<file path="config.mk">
export PLATFORM = sky130hd
export DESIGN_NAME = mmul_mac
export DESIGN_NICKNAME = d
export VERILOG_FILES = /design/src/mmul_pkg.sv /design/src/mmul_mac.sv
export SDC_FILE = /design/constraint.sdc
export NUM_CORES = 1
export LEC_CHECK = 0
export ABC_AREA = 1
export BUFFER_PORTS_ARGS = -buffer_cell sky130_fd_sc_hd__buf_2
export CAP_MARGIN = 20
export CORE_MARGIN = 5
export CORE_UTILIZATION = 40
export CTS_BUF_LIST = sky130_fd_sc_hd__clkbuf_8
export DETAILED_ROUTE_END_ITERATION = 6
export PLACE_DENSITY = 0.66
export REMOVE_ABC_BUFFERS = 1
export SLEW_MARGIN = 20
export SYNTH_ARGS = -nofsm -noshare
export SYNTH_HDL_FRONTEND = slang
export SYNTH_SLANG_ARGS = --single-unit
</file>
<file path="constraint.sdc">
create_clock -name clk -period 1.9 [get_ports clk]
set_clock_uncertainty 0.2 [all_clocks]
set_input_delay 0.57 -clock clk [delete_from_list [all_inputs] [get_ports clk]]
set_output_delay 0.57 -clock clk [all_outputs]
set_load 0.02 [all_outputs]
</file>
<file path="src/mmul_pkg.sv">
// Shared types, constants and a helper function of the integer matrix multiply core.
package mmul_pkg;

	// Largest matrix dimension held on chip.
	localparam int MAX_DIM = 32;
	// Bits of a row or column index.
	localparam int IDX_W = $clog2(MAX_DIM);
	// Bits of a dimension register: it holds zero up to MAX_DIM itself.
	localparam int DIM_W = 6;
	// Element and result width.
	localparam int DATA_W = 32;
	// One store holds MAX_DIM by MAX_DIM elements, addressed as row then column.
	localparam int ADDR_W = 2 * IDX_W;
	localparam int DEPTH = MAX_DIM * MAX_DIM;

	// Configuration register indexes.
	localparam int CFG_IDX_W = 2;
	localparam logic [CFG_IDX_W-1:0] CFG_ROWS_A = 2'd0;
	localparam logic [CFG_IDX_W-1:0] CFG_COLS_B = 2'd1;
	localparam logic [CFG_IDX_W-1:0] CFG_INNER_SIZE = 2'd2;

	localparam logic [DIM_W-1:0] DIM_RESET = 6'd32;

	typedef enum logic [1:0] {
		FUNC_LOAD_A = 2'd0,
		FUNC_LOAD_B = 2'd1,
		FUNC_QUERY = 2'd2
	} func_t;

	typedef enum logic [1:0] {
		ST_IDLE,
		ST_WALK,
		ST_DRAIN
	} seq_state_t;

	// Commands from the sequencer to the multiply-accumulate datapath.
	typedef struct packed {
		logic clear;    // start of a query: empty the accumulator
		logic rd_valid; // a pair of elements is being read this cycle
		logic rd_last;  // that pair is the last of the dot product
		logic quick;    // give a result at once without a walk
		logic bad;      // the quick result flags an index out of range
	} mac_cmd_t;

	// Clamps a dimension register to the size of the stores.
	function automatic logic [DIM_W-1:0] eff_dim(input logic [DIM_W-1:0] v);
		logic [DIM_W-1:0] lim;
		lim = DIM_W'(MAX_DIM);
		return (v > lim) ? lim : v;
	endfunction

endpackage

</file>
<file path="src/mmul_mac.sv">
// Multiply-accumulate datapath and result register.
module mmul_mac import mmul_pkg::*; (
	input  logic                     clk,
	input  logic                     arst_n,
	input  mac_cmd_t                 cmd,
	input  logic [DATA_W-1:0]        rdata_a,
	input  logic [DATA_W-1:0]        rdata_b,
	output logic                     finish,
	output logic                     done,
	output logic signed [DATA_W-1:0] product,
	output logic                     bad_index
);

	logic              v_s1, last_s1;
	logic              v_s2, last_s2;
	logic [DATA_W-1:0] prod_s2;
	logic [DATA_W-1:0] acc_q;
	logic [DATA_W-1:0] sum;
	logic              done_q;
	logic [DATA_W-1:0] product_q;
	logic              bad_q;

	assign sum = acc_q + prod_s2;
	assign finish = v_s2 && last_s2;

	always_ff @(posedge clk or negedge arst_n) begin
		if (!arst_n) begin
			v_s1 <= 1'b0;
			v_s2 <= 1'b0;
			done_q <= 1'b0;
		end else begin
			v_s1 <= cmd.rd_valid;
			v_s2 <= v_s1;
			done_q <= finish || cmd.quick;
		end
	end

	always_ff @(posedge clk) begin
		last_s1 <= cmd.rd_last;
		last_s2 <= last_s1;
		// The read data is registered inside the stores and lines up with the first stage.
		prod_s2 <= DATA_W'(rdata_a * rdata_b);
		if (cmd.clear) begin
			acc_q <= '0;
		end else if (v_s2) begin
			acc_q <= sum;
		end
		product_q <= finish ? sum : '0;
		bad_q <= cmd.quick && cmd.bad;
	end

	assign done = done_q;
	assign product = product_q;
	assign bad_index = bad_q;

endmodule

</file>
Word level (Yosys, flattened, before mapping)
Cells that the tools add are included.
{"block": "totals", "register_bits": 102, "wordCells": 14, "inputBits": 71, "output_inout_bits": 35}
{"block": "op_classes", "multipliers": 1, "n_reduce_logical": 3, "addsub": 1}
{"cell": "32-bit adder", "n": 1}
{"cell": "32-bit by 32-bit multiplier with 32-bit output", "n": 1}
{"cell": "1-bit logical AND", "n": 2}
{"cell": "1-bit logical OR", "n": 1}

Depth between registers and ports, before layout
{"block": "logic_depth", "depth_word": 2, "depth_mapped": 32, "mapped_depth_nobuf": 30}

Worst setup path before layout
Ideal clock, no wire load.
{"block": "synth_timing", "path_kind": "input port to flip-flop", "from": "in rdata_a[12]", "to": "reg prod_s2[26]", "path_slack_ns": -4.981, "setup_time_ns": 0.119, "required_time_ns": 1.581, "n_path_buf": 2, "cell_stages": 25, "arrival_time_ns": 6.562, "cell_sequence": "clkbuf_1 -> buf_1 -> nand2_1 -> fa_1 -> inv_1 -> fa_1 -> inv_1 -> fa_1 -> fa_1 -> inv_1 -> fa_1 -> inv_1 -> fa_1 -> fa_1 -> fa_1 -> inv_1 -> ha_1 -> nand2_1 -> nor4_2 -> nand4_1 -> nand3_1 -> nand2_1 -> nand2_1 -> a21oi_1 -> xnor2_1"}
{"block": "synth_via", "elab_chain_cells": 1}
{"item": "start: declaration", "line": "mmul_mac.sv:6", "text": "input logic [DATA_W-1:0] rdata_a,"}
{"item": "32-bit by 32-bit multiplier with 32-bit output", "line": "mmul_mac.sv:42", "text": "prod_s2 <= DATA_W'(rdata_a * rdata_b);"}
{"item": "end signal: assignment", "line": "mmul_mac.sv:42"}
{"item": "end: declaration", "line": "mmul_mac.sv:16", "text": "logic [DATA_W-1:0] prod_s2;"}
No other way between the ends.
A chain may end at the register's enable or synchronous reset.

Final worst setup path
{"block": "layout_timing", "from": "in rdata_a[13]", "to": "reg prod_s2[25]"}
The elaborated chain is that of the path after synthesis.

==> impl_results.md <==
* RSZ-0062 raised after global routing: yes
* Critical path's largest stage delay at 0.55 ns
* Worst Tran Pin Value at between 0.5 and 0.6 ns
* Arrival @ worst endpoint at 6.36 ns
* Fin crit period at 6.24 ns
* FILL cells at 4523
* CTS tree: done
* Crit share post-route at 3.28
* Ys async rst share at 0.0294
* Crit Path Class: primary input to flop
* Most frequent CP cell: fa_1
* Netlist Area Pre-Place at around 21000 sq um
* # rows at 84
* Post-synth cell types at 43
* CP required at 2.02 ns
* Yosys Warn Count at 0
* Clk sink count at 102
* Initial Utilization at 0.403
* Final setup violation count at 85
* PortBufs at 105
* Syn Area/Cell at ~7.5 sq um
* Final GP Congestion at between 0.8 and 0.9
* Share of post-route cells with drive strength above 1 at 0.315
* Total CTS buffers at 9
* DR pass1 iterations at 5
* Via count at 18581
* Worst slew margin at 0.634
* Clock Path Buffers at 2
* Die W at ~240 um
* Mapped Cells at 2808
* Post-synth top area cell: fa_1
* Initial antenna violation count at 2
* Post-synth EDFFs at 0
* Worst-Skew Late Latency at 0.38 ns
* Core Region at 52300 sq um
* Startpoint Class: primary input
* Final TNS setup at -120.04 ns
* Top-area cell type share of the netlist area at 0.388
* Final Max Tran Viols at 0
* Gr usage total at 0.205
* Largest delay share family, worst path: adder cells
* Num ports at about 110
* First-pass GRT wire length at 96.6 mm
* CP max stage cell: fa_1
* Drt drc at 0
* Register area share after synthesis at 0.0976
* Final number of hold-violating endpoints at 0
* Worst Slack Setup Final at -4.34 ns
* Buf+Inv Stages, Crit Path at 6
* Routed length per placed instance at 15.6 um
* DRT Wirelength at 61.0 mm
* Crit. End Element: flop
* GRT overflow at 0
* Pin count of the biggest net entering global routing at 24
* Top-count cell post-synth: inv_1
* Nets@finish at 3851
* Area contributors post-synth: fa_1 (39%), inv_1 (14%), nand2_1 (14%), dfxtp_1 (9.4%), ha_1 (9.1%)
* Dominant synthesized flop cell: dfxtp_1
* CTS root buffer: clkbuf_8
* Worst-path fanout max at 7
* H-tree levels at 3
* Area delta synth->final at 36.9%
* Status: finished with violations
* Die Ht at 240 um
* Class of the worst hold path: primary input to flop
* Routed Antenna Nets at 0
* Vias per cell at around 4.8
* CTS clk-pin slew, worst paths at around 0.090 ns
* Post-synth top cells: inv_1 (790), nand2_1 (787), fa_1 (409)
* Die Area at 57400 sq um
* Detail Placement HPWL at roughly 47 mm
* Failing checks: setup timing
* F_max at roughly 160 MHz
* Seq cells post-synth at 102
* Max Cap Viol at 0
* Vias in the first global route at 19578
* DR iter-0 viols at 967
-- sequential cells by signal, summed over array words and instances (netlist names) --
register and cells:
v_s1 1, acc_q 32, v_s2 1, last_s2 1, last_s1 1, bad_index 1, done 1, prod_s2 32
product 32
-- cell type report --
cell class	instances	area, sq um	share of cell area
antenna	1	2.50	0.0000867
clock buffer	13	179	0.00620
clock inverter	3	41.3	0.00143
inverter	797	3000	0.104
multi-input combinational	1795	18100	0.626
sequential	102	2110	0.0732
tap	688	861	0.0298
timing repair buffer	512	4610	0.160
-- repair_timing --
item	CTS	global route
cloned	2	2
buffers inserted	51	29
pin swaps	203	172
hold buffers	1	0
endpoints found under the hold margin	3	0
gates resized for setup	575	244
endpoints found under the setup margin	87	86
-- metal layers --
layer  up-vias  routed length, um  track usage
li1       8862                  -            -
met2       467              31100        0.378
met3       150               2590       0.0155
met5         -                 20            0
met1      9100              25400        0.264
met4         2               1840       0.0458
-- cells in the final DEF, fill, tap and decap left out, types with 7 or more instances in the layout --
cell,instances
clkbuf_8,13
o21bai_1,9
buf_12,36
a21oi_1,33
nand2_1,698
buf_2,65
a21o_1,10
nor2_2,18
nor2_1,58
o211ai_1,8
dfxtp_2,35
ha_4,73
nand3_1,36
nand3b_1,7
inv_2,67
ha_1,79
nor2_4,12
fa_1,384
buf_4,325
fa_2,25
a21oi_2,53
nand2_4,27
nand3_2,18
o21ai_0,9
nand4_1,11
inv_1,727
buf_8,20
o21ai_2,19
o21ai_1,24
buf_6,59
dfxtp_1,61
xor2_2,8
xnor2_1,12
a21oi_4,20
nand2_2,64
xor2_1,21
nand3_4,7
-- cells by family (layout without fill, tap and decap cells) --
group,Yosys count,in the layout,share of synthesized area
AND/OR/NAND/NOR,977,977,0.183
buffers and inverters,911,1325,0.164
adder cells (fa/ha/maj),563,563,0.480
AO/OA/AOI/OAI,209,209,0.0562
flip-flops,102,102,0.0976
XOR/XNOR,46,46,0.0191
other,0,1,0
-- worst paths after layout --
check                       startpoint     endpoint  slack (ns)  depth (start not counted)
max                        rdata_a[13]  prod_s2[25]       -4.34                         25
min reg2reg                    last_s1      last_s2        0.15                          0
max reg2reg                 prod_s2[9]    acc_q[20]       -0.44                         12
min in group asynchronous       arst_n         done        0.31                          2
max in group asynchronous       arst_n         v_s2        1.08                          2
min                             cmd[2]      last_s1        0.08                          1
-- per-stage QoR --
step / utilization / setup slack, ns / cell area, sq um / hold slack (ns) / std cells
after floorplan: - / -4.45 / 20600 / 0.0744 / 2694
after global placement: 0.471 / -4.96 / 24700 / 0.118 / 3820
after detailed placement: 0.471 / -5.01 / 24700 / 0.119 / 3820
after CTS: 0.530 / -4.32 / 27800 / 0.0795 / 3888
after global routing: 0.551 / -4.62 / 28900 / 0.0795 / 3910
final: 0.551 / -4.34 / 28900 / 0.0791 / 3911
Power is not shown: default switching activity piles up to over one toggle a cycle in this logic, so the estimate is an artifact.
