`config.mk`:
```
export PLATFORM = sky130hd
export DESIGN_NAME = mmul_seq
export DESIGN_NICKNAME = d
export VERILOG_FILES = /design/src/mmul_pkg.sv /design/src/mmul_seq.sv
export SDC_FILE = /design/constraint.sdc
export NUM_CORES = 1
export LEC_CHECK = 0
export BUFFER_PORTS_ARGS = -buffer_cell sky130_fd_sc_hd__buf_4
export CAP_MARGIN = 0
export CORE_ASPECT_RATIO = 0.6
export CORE_UTILIZATION = 45
export DETAILED_ROUTE_END_ITERATION = 7
export PLACE_DENSITY = 0.79
export SLEW_MARGIN = 10
export SYNTH_ARGS = -nofsm -noshare
export SYNTH_HDL_FRONTEND = slang
export SYNTH_SLANG_ARGS = --single-unit
```
`constraint.sdc`:
```
create_clock -name clk -period 2.3 [get_ports clk]
set_input_delay 0.115 -clock clk [delete_from_list [all_inputs] [get_ports clk]]
set_output_delay 0.115 -clock clk [all_outputs]
set_load 0.005 [all_outputs]
```
`src/mmul_pkg.sv`:
```
// Shared types, constants and a helper function of the integer matrix multiply core.
package mmul_pkg;

	// Largest matrix dimension held on chip.
	localparam int MAX_DIM = 32;
	// Bits of a row or column index.
	localparam int IDX_W = $clog2(MAX_DIM);
	// Bits of a dimension register: it holds zero up to MAX_DIM itself.
	localparam int DIM_W = 6;
	// Element and result width.
	localparam int DATA_W = 32;
	// One store holds MAX_DIM by MAX_DIM elements, addressed as row then column.
	localparam int ADDR_W = 2 * IDX_W;
	localparam int DEPTH = MAX_DIM * MAX_DIM;

	// Configuration register indexes.
	localparam int CFG_IDX_W = 2;
	localparam logic [CFG_IDX_W-1:0] CFG_ROWS_A = 2'd0;
	localparam logic [CFG_IDX_W-1:0] CFG_COLS_B = 2'd1;
	localparam logic [CFG_IDX_W-1:0] CFG_INNER_SIZE = 2'd2;

	localparam logic [DIM_W-1:0] DIM_RESET = 6'd32;

	typedef enum logic [1:0] {
		FUNC_LOAD_A = 2'd0,
		FUNC_LOAD_B = 2'd1,
		FUNC_QUERY = 2'd2
	} func_t;

	typedef enum logic [1:0] {
		ST_IDLE,
		ST_WALK,
		ST_DRAIN
	} seq_state_t;

	// Commands from the sequencer to the multiply-accumulate datapath.
	typedef struct packed {
		logic clear;    // start of a query: empty the accumulator
		logic rd_valid; // a pair of elements is being read this cycle
		logic rd_last;  // that pair is the last of the dot product
		logic quick;    // give a result at once without a walk
		logic bad;      // the quick result flags an index out of range
	} mac_cmd_t;

	// Clamps a dimension register to the size of the stores.
	function automatic logic [DIM_W-1:0] eff_dim(input logic [DIM_W-1:0] v);
		logic [DIM_W-1:0] lim;
		lim = DIM_W'(MAX_DIM);
		return (v > lim) ? lim : v;
	endfunction

endpackage

```
`src/mmul_seq.sv`:
```
// Sequencer: accepts items, steers element loads and walks the inner dimension of a query.
module mmul_seq import mmul_pkg::*; (
	input  logic              clk,
	input  logic              arst_n,
	input  logic              start,
	input  logic [1:0]        func,
	input  logic [IDX_W-1:0]  row,
	input  logic [IDX_W-1:0]  col,
	input  logic [DIM_W-1:0]  dim_m,
	input  logic [DIM_W-1:0]  dim_n,
	input  logic [DIM_W-1:0]  dim_w,
	input  logic              finish,
	output logic              busy,
	output logic              we_a,
	output logic              we_b,
	output logic [ADDR_W-1:0] waddr,
	output logic              re,
	output logic [ADDR_W-1:0] raddr_a,
	output logic [ADDR_W-1:0] raddr_b,
	output mac_cmd_t          cmd
);

	seq_state_t state_q, state_d;
	logic [IDX_W-1:0] row_q, col_q;
	logic [DIM_W-1:0] w_q;
	logic [DIM_W-1:0] k_q;
	logic             accept;
	logic             row_in_m, row_in_w, col_in_w, col_in_n;
	logic             last_k;

	assign accept = start && (state_q == ST_IDLE);
	assign row_in_m = {1'b0, row} < dim_m;
	assign row_in_w = {1'b0, row} < dim_w;
	assign col_in_w = {1'b0, col} < dim_w;
	assign col_in_n = {1'b0, col} < dim_n;
	assign last_k = (k_q == (w_q - DIM_W'(1)));

	assign busy = (state_q != ST_IDLE);
	assign waddr = {row, col};
	assign raddr_a = {row_q, k_q[IDX_W-1:0]};
	assign raddr_b = {k_q[IDX_W-1:0], col_q};

	always_ff @(posedge clk or negedge arst_n) begin
		if (!arst_n) begin
			state_q <= ST_IDLE;
		end else begin
			state_q <= state_d;
		end
	end

	always_ff @(posedge clk) begin
		if (accept && func_t'(func) == FUNC_QUERY) begin
			row_q <= row;
			col_q <= col;
			w_q <= dim_w;
			k_q <= '0;
		end else if (state_q == ST_WALK) begin
			k_q <= k_q + DIM_W'(1);
		end
	end

	always_comb begin
		state_d = state_q;
		we_a = 1'b0;
		we_b = 1'b0;
		re = 1'b0;
		cmd = '0;
		case (state_q)
			ST_IDLE: begin
				if (accept) begin
					case (func_t'(func))
						FUNC_LOAD_A: we_a = row_in_m && col_in_w;
						FUNC_LOAD_B: we_b = row_in_w && col_in_n;
						FUNC_QUERY: begin
							cmd.clear = 1'b1;
							if (!(row_in_m && col_in_n)) begin
								cmd.quick = 1'b1;
								cmd.bad = 1'b1;
							end else if (dim_w == '0) begin
								cmd.quick = 1'b1;
							end else begin
								state_d = ST_WALK;
							end
						end
						default: ;
					endcase
				end
			end
			ST_WALK: begin
				re = 1'b1;
				cmd.rd_valid = 1'b1;
				cmd.rd_last = last_k;
				if (last_k) begin
					state_d = ST_DRAIN;
				end
			end
			ST_DRAIN: begin
				if (finish) begin
					state_d = ST_IDLE;
				end
			end
			default: state_d = ST_IDLE;
		endcase
	end

endmodule

```
# --- Word-level counts from Yosys, hierarchy flattened ---
# Index checks and enable logic that the tools add are counted.
# Widths: inputs -> output; s select.
totals:
  regBits: 24
  input_bits: 34
  output_inout_bits: 39
  elab_cells: 56
op_classes:
  add_sub_neg: 2
  magnitude_cmp: 4
  eq_ne: 11
  n_mux: 24
  reduce_logical: 10
op_table:
  columns: ["cell", "count"]
  rows:
  - ["$lt 5x6->1", 4]
  - ["$mux 2", 10]
  - ["$mux 1", 13]
  - ["$ne 2x2->1 const B", 4]
  - ["$add 6x1->6 const B", 1]
  - ["$eq 6x6->1", 1]
  - ["$logic_not 6->1", 1]
  - ["$pmux 2 s3", 1]
  - ["$reduce_and 6->1", 1]
  - ["$sub 6x1->6 const B", 1]
  - ["$logic_and 1x1->1", 5]
  - ["$eq 2x1->1 const B", 2]
  - ["$eq 2x2->1 const B", 2]
  - ["$logic_not 2->1", 2]
  - ["$ne 2x1->1 const B", 2]
  - ["$reduce_bool 2->1", 1]

# --- Depth between registers and ports, before layout ---
# Gate-level depths: netlist of the first run.
logic_depth:
  ltp_word: 6
  ltp_mapped: 7
  ltp_nobuf: 7

# --- Worst setup path after synthesis of the first run ---
# No wires, ideal clock.
synth_path:
  path_type: "register -> output"
  startpoint: "reg state_q[0]"
  endpoint: "out cmd[1] (netlist name)"
  arrival_time_ns: 1.596
  required_time_ns: 2.185
  setup_slack_ns: 0.589
  stages_incl_launch_ff: 5
  path_buffers: 0
  path_cell_list: "dfrtp_1 nor2_1 nand2_1 nor3b_4 a21boi_0"
synth_rtl:
  columns: ["item", "line_no", "rtl"]
  rows:
  - ["start: declaration", "mmul_seq.sv:23", "seq_state_t state_q, state_d;"]
  - ["start signal: assignment", "mmul_seq.sv:47", "state_q <= state_d;"]
  - ["end: declaration", "mmul_seq.sv:20", "output mac_cmd_t cmd"]

==> results of run 1 <==
layout make-up:
class                      count  share of cell area [%]
multi-input combinational    104                    35.8
sequential                    24                    30.4
timing repair buffer          74                    26.1
inverter                      16                    3.04
tap                           45                    2.63
clock buffer                   3                    1.93
clock inverter                 1                   0.175
Yosys cell counts, drive strengths merged, types with 4 or more instances:
cell / count / share of area, %
ha: 18 / 14
dfxtp: 6 / 7.3
edfxtp: 16 / 29
buf: 21 / 9.6
a21oi: 12 / 3.7
xor2: 4 / 2.1
nor2: 11 / 2.5
nand2b: 5 / 2.4
nor3: 6 / 2.4
o21ai: 6 / 1.8
inv: 16 / 4.0
xnor2: 7 / 3.7
nand2: 13 / 3.0
critical path: stages (launching register included):
cell and delay, ps:
edfxtp_1 450, inv_1 70, ha_1 240, nand2b_1 170, o211a_1 130, o31ai_1 220, nand3_1 180, nor2_1 120
buf_4 120
worst max path at each step:
stage	start	to	slack, ps
after floorplan	state_q[0]	cmd[1]	590
after detailed placement	w_q[0]	state_q[0]	520
final	w_q[0]	cmd[2]	230
after global routing	w_q[0]	cmd[2]	30
after global placement	w_q[0]	state_q[0]	550
after CTS	w_q[0]	cmd[2]	210
registers in the layout, summed over array words and instances, names as in the netlist:
| register | cells |
|---|---|
| col_q | 5 |
| k_q | 6 |
| row_q | 5 |
| state_q | 2 |
| w_q | 6 |
cell usage in the layout (no fill, tap or decap), drive strengths merged:
master	Yosys	layout
dlygate4sd3	0	1
o211a	2	2
edfxtp	16	16
nor3	6	6
xor2	4	4
a21boi	1	1
nand2b	5	5
a32o	1	1
or3	1	1
o211ai	1	1
a21o	2	2
xnor2	7	7
nand4b	1	1
nor3b	2	2
o21ai	6	6
nand4	3	3
buf	21	73
clkbuf	0	3
ha	18	18
nor4	1	1
nand3	2	2
nor2	11	11
a21oi	12	12
nor2b	3	3
dfrtp	2	2
o31ai	1	1
nor4b	1	1
nand2	13	13
inv	16	16
clkinv	0	1
dfxtp	6	6
kinds of logic (layout without fill, tap and decap cells):
kind of cell / Yosys count / in the layout / share of synthesized area (%)
xor gates and xnor gates: 11 / 11 / 5.87
DFF: 24 / 24 / 39.7
and+or+nand+nor: 49 / 49 / 17.5
AOI/OAI and AO/OA: 26 / 26 / 9.61
adders and majority gates: 18 / 18 / 13.7
buffers and inverters: 37 / 94 / 13.6
power by group:
group	switching (mW)	internal, mW	total [mW]
logic	0.282	0.355	0.638
clock network	0.129	0.119	0.248
registers	0.114	0.538	0.652
through the flow:
step           util (%)  hold slack (ps)  worst slack, ps  cells
2_1_floorplan         -             -181              589    165
3_3_place_gp       62.1             -100              545    262
3_5_place_dp       62.1             -101              522    262
4_1_cts            63.7             26.3              213    267
5_1_grt            63.7             22.2             28.4    267
6_report           63.7             37.0              231    267
per-layer routing:
metal  global-route usage [%]  routed length, µm  vias to the layer above
met4                     7.14                 54                        0
met1                     27.8               1750                      601
met5                        0                  0                        -
met3                     5.85                223                        5
li1                         -                  -                      664
met2                     28.1               1410                       43
what timing repair did:
item	4_1_cts	5_1_grt
hold endpoints to repair	2	0
setup endpoints to repair	0	0
hold buffers	1	0
==> results.rst, run 1 <==
.. list-table::
   :header-rows: 1

   * - Metric
     - Value
   * - Run status
     - completed
   * - Maximum fanout along the worst path
     - 4
   * - Clk pin slew, worst setup/hold paths
     - 80 ps
   * - Min-Delay Path Class
     - in -> reg
   * - Max-capacitance violation count
     - 0
   * - Count of flip-flops with a built-in enable after synthesis
     - 16
   * - DRC viols
     - 0
   * - Routed WL
     - 3440 µm
   * - Setup TNS
     - 0 ps
   * - CORE AREA
     - 3360 µm²
   * - Tightest slew margin relative to the limit
     - 76.8%
   * - Number of hold violations in the final report
     - 0
   * - Grt total ovfl
     - 0
   * - Final Cycle Share
     - between 80% and 90%
   * - Area taken by multi-input logic gates
     - 767 µm²
   * - R2R cell count
     - 7
   * - Final routed wire length divided by cell count
     - 12.9 µm
   * - Initial antenna violation count
     - 0
   * - Total vias in the final route
     - around 1300
   * - Clock insertion delay at the later pin of the skew report
     - 270 ps
   * - H-tree levels
     - 1
   * - Number of failing setup endpoints in the final timing report
     - 0
   * - Share of async-settable or async-resettable flops after synthesis
     - 8.33%
   * - Netlist area before placement
     - about 1600 µm²
   * - Sequential standard cell area
     - approximately 650 µm²
   * - Peak clock frequency supported by timing
     - 483 MHz
   * - Worst Setup Start Kind
     - flop
   * - Pin count of the biggest net entering global routing
     - 22
   * - Mapped Cells
     - ~170
   * - Count of distinct cell types in the synthesized netlist
     - 33
   * - CTS tree
     - built
   * - Slew at the pin closest to its max-slew limit
     - about 350 ps
   * - Number of global-route vias before repair
     - 1208
   * - Area of the die
     - between 3000 and 4000 µm²
   * - Most used DFF post-synth
     - edfxtp_1
   * - TritonCTS sink count
     - 24
   * - RR Startpoint
     - w_q[0]
   * - Starting Density
     - 48.8%
   * - Category of the most critical setup path
     - reg -> out
   * - Worst reg2reg path endpoint
     - state_q[0]
   * - Post-DR vias/cell
     - 4.92
   * - Number of top-level pins
     - 73
   * - Ys Warns
     - 0
   * - Design Area, Final
     - 2140 µm²
   * - Layout cell share with drive strength beyond 1
     - 36.9%
   * - Number of cells on the worst hold path
     - 1
   * - Total power consumption of the routed design
     - 1.54 mW
   * - Unrepaired setup endpoints after global routing
     - false
   * - Final worst path period need
     - 2070 ps
   * - Post-synthesis sequential area ratio
     - 39.7%
   * - Leakage power
     - 1.01 nW
   * - Net count after synthesis
     - around 220
   * - FF-to-FF setup slack
     - 510 ps
   * - Inserted Clock Buffers
     - 3
   * - Worst clock skew
     - 6.59 ps
   * - Detail Placement HPWL
     - between 2000 and 3000 µm
   * - Required time at the worst-slack endpoint
     - ~2200 ps
   * - Number of antenna-violating nets in the routed design
     - 0
   * - Horiz. Die Dim
     - around 80 µm
   * - Drt first-iter violations
     - 74
   * - Arrival @ worst endpoint
     - a little under 2000 ps
   * - Seq cells post-synth
     - 24
   * - First drt pass iteration count
     - 4
   * - CTS root buf
     - clkbuf_8
   * - Final net count
     - 275
   * - Critical path endpoint category
     - primary output
   * - Placement-stage cell area
     - 2090 µm²
   * - Overall die height
     - 48.8 µm
   * - Worst Hold Endpoint
     - w_q[2]
   * - Clock Path Buffers
     - 2
   * - Final-report max-slew violation count
     - 0
   * - GRT Overall Usage
     - 19.6%
   * - Number of inserted diodes
     - 0
   * - Cell Pwr Density
     - about 720 nW/µm²
   * - First-pass GRT wire length
     - 5690 µm
   * - Number of rows created at floorplan
     - 16
   * - Hold Path Origin
     - dim_w[2]
   * - Max IR drop VDD
     - between 0.0004 and 0.0005 V
   * - Post-Synthesis Mean Instance Area
     - approximately 9.9 µm²
   * - Number of fill cells in the layout
     - 284
   * - Post-cts repair resize count
     - 0
   * - Post-CTS setup buffer count
     - 0
   * - Final Wtd Congestion
     - between 0.7 and 0.8
   * - Buffers added on ports
     - between 70 and 80
   * - Layout-stage area growth over the synthesis result
     - 30.6%
No activity file was read; power rests on OpenSTA's default activity.
==> inputs of run 2 (changes only) <==
--- a/config.mk
+++ b/config.mk
@@ -9,6 +9,7 @@
 export CAP_MARGIN = 0
 export CORE_ASPECT_RATIO = 0.6
 export CORE_UTILIZATION = 45
+export CTS_BUF_LIST = sky130_fd_sc_hd__clkbuf_2
 export DETAILED_ROUTE_END_ITERATION = 7
 export PLACE_DENSITY = 0.79
 export SLEW_MARGIN = 10
==> run 2 against run 1 <==
Flip-flop and latch count is the same. First-iteration DRC count shrank 32%. Total power shrank 4.1%. Clock skew grew 4.2 ps. Sequential share of layout area shrank 1.9 points. Highest routed layer unchanged.
==> results.rst, run 2 (same netlist as run 1, synthesis figures left out) <==
.. list-table::
   :header-rows: 1

   * - Metric
     - Value
   * - Final net count
     - 292 (+6.2%)
   * - TritonCTS sink count
     - 24 (unchanged)
   * - Number of fill cells in the layout
     - 256 (-9.9%)
   * - Final worst path period need
     - 2160 ps (+86.8 ps)
   * - Number of top-level pins
     - 73 (unchanged)
   * - Category of the most critical setup path
     - in -> out
   * - Worst clock skew
     - 10.8 ps (+4.20 ps)
   * - Family with the most delay on the worst path
     - buffers and inverters
   * - Final routed wire length divided by cell count
     - 13.2 µm (+2.3%)
   * - Arrival @ worst endpoint
     - 2040 ps (+90 ps)
   * - Setup TNS
     - 0 ps (unchanged)
   * - First-pass GRT wire length
     - 6130 µm (+7.8%)
   * - Final-report max-slew violation count
     - 0 (unchanged)
   * - Post-DR vias/cell
     - 4.94 (+0.53%)
   * - Max-capacitance violation count
     - 0 (unchanged)
   * - Drt first-iter violations
     - 50 (-32%)
   * - Placement-stage cell area
     - 2090 µm² (unchanged)
   * - Series of cell instances along the critical path
     - dlygate4sd3_1 -> buf_4 -> inv_1 -> ha_1 -> a21o_1 -> a21oi_1 -> nor3_1 -> nor4b_1 -> buf_4
   * - Horiz. Die Dim
     - 79.9 µm (unchanged)
   * - Detail Placement HPWL
     - 2760 µm (unchanged)
   * - Cell Pwr Density
     - 645 nW/µm² (-10%)
   * - Clk pin slew, worst setup/hold paths
     - 220 ps (+140 ps)
   * - Most common cell after layout, fill and taps aside
     - buf_4
   * - Power spent charging and discharging nets
     - 525 µW (about the same)
   * - Switching share of total power
     - 35.6% (+1.5 points)
   * - Pin count of the biggest net entering global routing
     - 22 (unchanged)
   * - Commonest cells after routing, fill and taps aside
     - 74 x buf_4, 18 x ha_1, 17 x dlygate4sd3_1
   * - Total vias in the final route
     - 1404 (+6.9%)
   * - Slowest cell on crit path
     - dlygate4sd3_1
   * - Inserted Clock Buffers
     - 3 (unchanged)
   * - Overall die height
     - 48.8 µm (unchanged)
   * - Grt total ovfl
     - 0 (unchanged)
   * - Critical path endpoint category
     - primary output
   * - Worst hold margin
     - 33.2 ps (-3.74 ps)
   * - Max IR drop VDD
     - 0.000453 V (-0.25%)
   * - Routed WL
     - 3750 µm (+8.9%)
   * - Starting Density
     - 48.8% (unchanged)
   * - Unrepaired setup endpoints after global routing
     - true
   * - Number of hold violations in the final report
     - 0 (unchanged)
   * - CORE AREA
     - 3360 µm² (unchanged)
   * - GRT Overall Usage
     - 20.8% (+1.2 points)
   * - Total power consumption of the routed design
     - 1.48 mW (-4.1%)
   * - FF-to-FF setup slack
     - 570 ps (+60 ps)
   * - Leakage power
     - 1.08 nW (+6.2%)
   * - Number of rows created at floorplan
     - 16 (unchanged)
   * - Clock Path Buffers
     - 2 (unchanged)
   * - Tightest slew margin relative to the limit
     - 76.6% (-0.17 points)
   * - Worst Setup Start Kind
     - input pin
   * - H-tree levels
     - 1 (unchanged)
   * - Most frequent CP cell
     - buf_4
   * - Layout-stage area growth over the synthesis result
     - 39.4%
   * - Cell internal pwr
     - 950 µW (-6.2%)
   * - Final Cycle Share
     - 93.7% (+3.8 points)
   * - Number of global-route vias before repair
     - 1298 (+7.5%)
   * - Initial antenna violation count
     - 0 (unchanged)
   * - First drt pass iteration count
     - 4 (unchanged)
   * - Number of failing setup endpoints in the final timing report
     - 0 (unchanged)
   * - CTS tree
     - built
   * - Clock network fraction of design power
     - 10.9% (-5.2 points)
   * - Layout cell share with drive strength beyond 1
     - 35.1% (-1.8 points)
   * - Clock insertion delay at the later pin of the skew report
     - 330 ps (+60 ps)
   * - Buffers added on ports
     - 72 (unchanged)
   * - Area of the die
     - 3900 µm² (unchanged)
   * - Slew at the pin closest to its max-slew limit
     - 351 ps (+2.49 ps)
   * - Final Wtd Congestion
     - 0.788 (unchanged)
   * - Number of antenna-violating nets in the routed design
     - 0 (unchanged)
   * - Combinational Power Share
     - 45.0% (+3.5 points)
   * - Sequential Power Share
     - 44.2% (+1.8 points)
   * - Required time at the worst-slack endpoint
     - 2180 ps (about the same)
   * - Peak clock frequency supported by timing
     - 464 MHz (-4.0%)
   * - Number of inserted diodes
     - 0 (unchanged)
   * - Buf+Inv Stages, Crit Path
     - 4 (+2)
   * - Maximum cell stage delay along the critical path
     - 540 ps (+90 ps)
   * - Registers with the most flip-flops
     - k_q (6), w_q (6)
   * - Maximum fanout along the worst path
     - 3 (-1)
   * - Min-Delay Path Class
     - in -> reg
   * - Run status
     - completed
   * - CTS root buf
     - clkbuf_2
   * - Design Area, Final
     - 2290 µm² (+6.8%)
   * - DRC viols
     - 0 (unchanged)
## run 2: changes by cell type in the layout (fill, tap and decap cells not counted), sizes merged
cell,change
dlygate4sd3,+16
buf,+1
## run 2: worst reg2reg max path: cells and delay by family, from the launching register on
kind | cells | cell delay [ps]
buffers and inverters | 1 | 80
adder cells (fa/ha/maj) | 1 | 200
flip-flops | 1 | 470
AND/OR/NAND/NOR | 2 | 340
AO/OA/AOI/OAI | 3 | 580
## run 2: power groups by stage
stage               clock network (mW)  registers, mW  logic, mW
floorplan                            0          0.640      0.462
global placement                     0          0.661      0.628
detailed placement                   0          0.664      0.637
CTS                              0.165          0.653      0.665
global route                     0.179          0.671      0.741
finish                           0.161          0.651      0.663
## run 2: stage by stage
step                util, %  instances  setup slack (ps)
floorplan                 -        165               589
global placement       62.1        262               545
CTS                    67.7        283               106
finish                 68.0        284               144
detailed placement     62.1        262               522
global route           68.0        284            -0.965
## run 2: worst paths after layout
check | depth (start not counted) | endpoint | from
min in group asynchronous | 2 | state_q[1] | arst_n
max in group asynchronous | 2 | state_q[0] | arst_n
min | 4 | state_q[1] | finish
min reg2reg | 2 | k_q[5] | k_q[5]
max | 9 | we_a | dim_w[1]
max reg2reg | 7 | state_q[0] | w_q[1]
## run 2: area by class of cell
cell class | count | area (µm²) | area share [%]
tap | 45 | 56.3 | 2.46
timing repair buffer | 91 | 726 | 31.7
clock buffer | 3 | 15.0 | 0.656
multi-input combinational | 104 | 771 | 33.7
inverter | 16 | 65.1 | 2.84
sequential | 24 | 651 | 28.4
clock inverter | 1 | 3.75 | 0.164
## run 2: metal layers
| layer | track usage, % | vias to the layer above | share of wire, % |
|---|---|---|---|
| li1 | - | 698 | - |
| met1 | 28.9 | 649 | 47 |
| met2 | 32.8 | 55 | 45 |
| met3 | 6.42 | 2 | 7.6 |
| met4 | 2.68 | 0 | 0.67 |
| met5 | 0 | - | 0 |
## run 2: timing repair
| item | in CTS | in global routing |
|---|---|---|
| buffers inserted | 0 | 1 |
| endpoints found under the setup margin | 0 | 3 |
| hold buffers | 17 | 0 |
| hold endpoints to repair | 18 | 0 |
| resized for setup | 0 | 2 |
